## config.mk

```make
export PLATFORM = sky130hd
export DESIGN_NAME = sedd_div
export DESIGN_NICKNAME = d
export VERILOG_FILES = /design/src/sedd_pkg.sv /design/src/sedd_div.sv
export SDC_FILE = /design/constraint.sdc
export NUM_CORES = 1
export LEC_CHECK = 0
export BUFFER_PORTS_ARGS = -buffer_cell sky130_fd_sc_hd__buf_2
export CORE_AREA = 2 2 102 75
export DETAILED_ROUTE_END_ITERATION = 16
export DIE_AREA = 0 0 104 77
export GPL_TIMING_DRIVEN = 1
export PLACE_DENSITY_LB_ADDON = 0.25
export SLEW_MARGIN = 30
export SYNTH_ARGS = -nofsm -noshare
export SYNTH_HDL_FRONTEND = slang
export SYNTH_SLANG_ARGS = --single-unit
```

## constraint.sdc

```tcl
create_clock -name clk_i -period 4.9 [get_ports clk_i]
set_clock_uncertainty 0.15 [all_clocks]
set_input_delay 0.49 -clock clk_i [delete_from_list [all_inputs] [get_ports clk_i]]
set_output_delay 0.49 -clock clk_i [all_outputs]
set_load 0.03 [all_outputs]
```

## src/sedd_pkg.sv

```systemverilog
// ----------------------------------------------------------------------------
// sedd_pkg
// Shared types, constants and helpers of the scaled error-diffusion dither.
// ----------------------------------------------------------------------------
package sedd_pkg;

  localparam int MAX_LINE  = 1024;
  localparam int ADDR_W    = $clog2(MAX_LINE);
  localparam int OUT_W     = $clog2(MAX_LINE + 1);
  localparam int DIM_W     = 16;
  localparam int ERR_W     = 13;
  localparam int MAC_A_W   = 18;
  localparam int MAC_B_W   = 11;
  localparam int MAC_W     = MAC_A_W + MAC_B_W;
  localparam int DIV_N     = DIM_W + OUT_W;
  localparam int DIV_CNT_W = $clog2(DIV_N + 1);

  typedef enum logic [1:0] {
    REG_MAX_WIDTH,
    REG_THRESHOLD,
    REG_SOURCE_WIDTH,
    REG_SOURCE_HEIGHT
  } reg_idx_e;

  typedef enum logic [4:0] {
    ST_CLR, ST_MUL, ST_OH_GO, ST_OH_WT, ST_W_GO, ST_W_WT, ST_H_GO, ST_H_WT,
    ST_IDLE, ST_MR, ST_MG, ST_MB, ST_L1, ST_L2, ST_L3, ST_Q1, ST_Q2, ST_Q3,
    ST_FIN, ST_EXT
  } state_e;

  typedef struct packed {
    logic                    we;
    logic [ADDR_W-1:0]       addr;
    logic signed [ERR_W-1:0] data;
  } err_wr_t;

  typedef struct packed {
    err_wr_t           wr0;
    err_wr_t           wr1;
    logic [ADDR_W-1:0] raddr;
    logic              rbank;
  } err_mem_req_t;

  typedef struct packed {
    logic             start;
    logic [DIV_N-1:0] dividend;
    logic [DIM_W-1:0] divisor;
  } div_req_t;

  typedef struct packed {
    logic             done;
    logic [DIV_N-1:0] quot;
    logic [DIM_W-1:0] rem;
  } div_rsp_t;

  // floor(x / 255) for x up to 255*255
  function automatic logic [7:0] div255(input logic [16:0] x);
    logic [17:0] s;
    s = {1'b0, x} + {9'b0, x[16:8]} + 18'd1;
    return s[15:8];
  endfunction

endpackage

```

## src/sedd_div.sv

```systemverilog
// ----------------------------------------------------------------------------
// sedd_div
// Restoring divider, one quotient bit per cycle, used for geometry setup.
// ----------------------------------------------------------------------------
module sedd_div import sedd_pkg::*; (
  input  logic     clk_i,
  input  logic     rst_ni,
  input  div_req_t req_i,
  output div_rsp_t rsp_o
);

  logic                 busy_q;
  logic                 done_q;
  logic [DIV_CNT_W-1:0] cnt_q;
  logic [DIV_N-1:0]     dq_q;
  logic [DIM_W-1:0]     rem_q;
  logic [DIM_W-1:0]     dvs_q;
  logic [DIM_W:0]       trial;
  logic [DIM_W:0]       diff;
  logic                 ge;

  assign trial = {rem_q, dq_q[DIV_N-1]};
  assign ge    = trial >= {1'b0, dvs_q};
  assign diff  = trial - {1'b0, dvs_q};

  always_ff @(posedge clk_i or negedge rst_ni) begin
    if (!rst_ni) begin
      busy_q <= 1'b0;
      done_q <= 1'b0;
      cnt_q  <= '0;
    end else begin
      done_q <= 1'b0;
      if (req_i.start) begin
        busy_q <= 1'b1;
        cnt_q  <= DIV_CNT_W'(DIV_N);
      end else if (busy_q) begin
        cnt_q <= cnt_q - 1'b1;
        if (cnt_q == DIV_CNT_W'(1)) begin
          busy_q <= 1'b0;
          done_q <= 1'b1;
        end
      end
    end
  end

  always_ff @(posedge clk_i) begin
    if (req_i.start) begin
      dq_q  <= req_i.dividend;
      rem_q <= '0;
      dvs_q <= req_i.divisor;
    end else if (busy_q) begin
      dq_q  <= {dq_q[DIV_N-2:0], ge};
      rem_q <= ge ? diff[DIM_W-1:0] : trial[DIM_W-1:0];
    end
  end

  assign rsp_o.done = done_q;
  assign rsp_o.quot = dq_q;
  assign rsp_o.rem  = rem_q;

endmodule

```

==> flow_summary_export.csv <==
group,metric,value,unit
timing,worst_pin_slew,0.9144,ns
timing,rsz0062_at_grt,"no",
die,num_io_pins,90,
synthesis,synth.distinct_cells,54,
final_layout,final_core_util,0.6300,
global_routing,overflow,0,
synthesis,yosysSeqAreaShare,0.4824,
cts,numCtsBuffers,9,
final_layout,drive_gt1_frac,0.3242,
timing,fin_crit,2.734,ns
cts,cts_sinks,66,
timing,worst_slack,2.166,ns
final_layout,final_nets,498,
synthesis,synth_edf_count,43,
timing,max_clock_freq,365.8,MHz
cts,clk_pin_slew_worst_paths,0.08,ns
die,die_area,8008,µm²
cts,postCtsSetupRepairBufs,0,
detailed_routing,drt_first_pass_iters,4,
critical_path,r2r_cells,9,
power_and_ir_drop,total_power,1365,µW
critical_path,cp_max_fo,4,
synthesis,yosys_warnings,0,
detailed_routing,drt_iter0_drc,137,
cts,clockBufferDepth,2,
critical_path,reg2reg_to,"rem_q[12]",
critical_path,arrival,2.84,ns
global_routing,grt_pass1_wl,13080,µm
power_and_ir_drop,leakagePower,0.001962,µW
synthesis,yosys_most_used_dff,"edfxtp_1",
timing,whs,0.1627,ns
synthesis,synth_top_area_frac,0.3486,
min_path,hold_path_end,"dvs_q[2]",
synthesis,syn_area,3704,µm²
min_path,hold_path_class,"input pin to register",
power_and_ir_drop,ir_worst_vdd,0.0002248,V
job,cap_violations,0,
min_path,hold_start,"req_i[2]",
die,dieHeight,77,µm
global_routing,grt_start_max_net_pins,48,
critical_path,end_kind,"register",
detailed_routing,drc_errors,0,
synthesis,yosys_register_bits,66,
final_layout,mostFrequentLayoutCells,"89 x buf_2, 43 x edfxtp_1, 35 x nand2_1",
detailed_routing,wl_per_cell,14.81,µm
detailed_routing,vias,2868,
final_layout,syn2layout_area_growth,19.53,%
global_routing,grt_use_total,0.2061,
placed_design,gp_congestion,0.8518,
synthesis,synth.avg_cell_area,10.73,µm²
cts,ctsResizeCount,0,
synthesis,synthCells,345,
timing,finalHoldViolCount,0,
final_layout,layout_commonest_cell,"buf_2",
timing,layout_worst_path_cycle_share,0.5580,
critical_path,cp.required,5.01,ns
die,core,7027,µm²
die,initial_utilization,0.5271,
synthesis,netlist_top_cells_area,"edfxtp_1 35%, dfxtp_1 8.6%, mux2_2 7.9%",
run_status,status,"completed",
detailed_routing,via_per_inst,5.351,
timing,drv_slew,0,
timing,slew_headroom,0.3904,
placed_design,dp_slack,2.047,ns
final_layout,n_antenna_cell,0,
placed_design,post-dp-hpwl,5615,µm
critical_path,reg2reg_slack,2.17,ns
critical_path,worstReg2RegStart,"dq_q[26]",
detailed_routing,ant_nets,0,
critical_path,critical_path_class,"register to register",
synthesis,synthArstFlopShare,0.1061,
cts,root_buffer,"clkbuf_8",
die,die_w,104,µm
die,num_rows,26,
synthesis,synth.net_count,410,
global_routing,grt_pass1_vias,2690,
timing,setup_tns,0,ns
cts,htreeDepth,3,
cts,clkLatencyLatePin,0.35,ns
timing,setup_violations,0,
cts,cts_tree,"yes",
detailed_routing,wirelength,7939,µm
min_path,whs_path_depth,1,
power_and_ir_drop,power_density,308.3,nW/µm²
placed_design,portBuffers,89,
synthesis,yosys.area.top_type,"edfxtp_1",
cts,cts.hold.buffers_added,1,
global_routing,antenna_found_initial,0,
critical_path,worst_setup_path_start_kind,"register",
synthesized netlist by cell type (3+ instances only):
cell / number
dfrtp_1: 7
clkbuf_1: 10
dfxtp_1: 16
a311oi_2: 4
a21o_1: 10
a21oi_1: 20
o21ai_0: 9
and2_1: 4
nor3b_1: 4
or2_2: 3
a211o_1: 3
a311oi_1: 6
inv_1: 22
nand2_1: 35
mux2_2: 26
xnor2_1: 11
ha_1: 18
nand3_1: 5
nand2b_1: 12
edfxtp_1: 43
o31ai_1: 5
nor2_1: 29
layer usage:
layer  vias up  track usage  share of wire
met5         -            0              0
met4         0      0.07297          0.015
met3        14      0.06548          0.055
met2        77       0.3020           0.44
met1      1352       0.2882           0.49
li1       1425            -              -
power breakdown:
| group | switching, µW | internal [µW] | total [µW] |
|---|---|---|---|
| sequential | 19.9 | 637 | 657 |
| combinational | 136 | 88.8 | 225 |
| clock | 199 | 285 | 484 |
critical path: stages, from the launching register on:
cell       delay [ns]
edfxtp_1         0.37
inv_1            0.05
ha_1             0.21
fa_1             0.40
nand2b_1         0.20
a21oi_1          0.34
a21oi_1          0.17
a2111oi_0        0.43
a311oi_1         0.12
o31ai_1          0.20
cell type report:
type                            count  area [µm²]
Clock buffer                       12       135.1
Clock inverter                      4       68.82
Fill cell                         618        2600
Inverter                           22       82.58
Multi-Input combinational cell    241        1749
Sequential cell                    66        1787
Tap cell                           98       122.6
Timing Repair Buffer               93       481.7
per-stage QoR:
step	cells	cell area [µm²]
5_1_grt	536	4427
3_3_place_gp	518	4202
2_1_floorplan	345	3704
4_1_cts	535	4415
3_5_place_dp	518	4202
6_report	536	4427
flip-flops by register name, summed over array words and instances, names as in the netlist:
signal  flops
busy_q      1
dvs_q      16
cnt_q       5
rem_q      16
dq_q       27
done_q      1
worst max path at each step:
stage / from / end / slack, ns / cells after the start
6_report: dq_q[26] / rem_q[12] / 2.17 / 9
3_5_place_dp: dvs_q[14] / rem_q[2] / 2.05 / 8
2_1_floorplan: dq_q[26] / rem_q[12] / 2.38 / 9
5_1_grt: dq_q[26] / rem_q[12] / 1.89 / 9
4_1_cts: dvs_q[14] / rem_q[2] / 2.03 / 8
3_3_place_gp: dvs_q[14] / rem_q[5] / 2.14 / 8
cells by family after synthesis:
group / synth area share
and+or+nand+nor: 0.1399
AOI/OAI and AO/OA: 0.1537
DFF: 0.4824
buffers and inverters: 0.04527
muxes: 0.08176
adders and majority gates: 0.06622
xor gates and xnor gates: 0.03074
No activity file was read; power rests on OpenSTA's default activity.
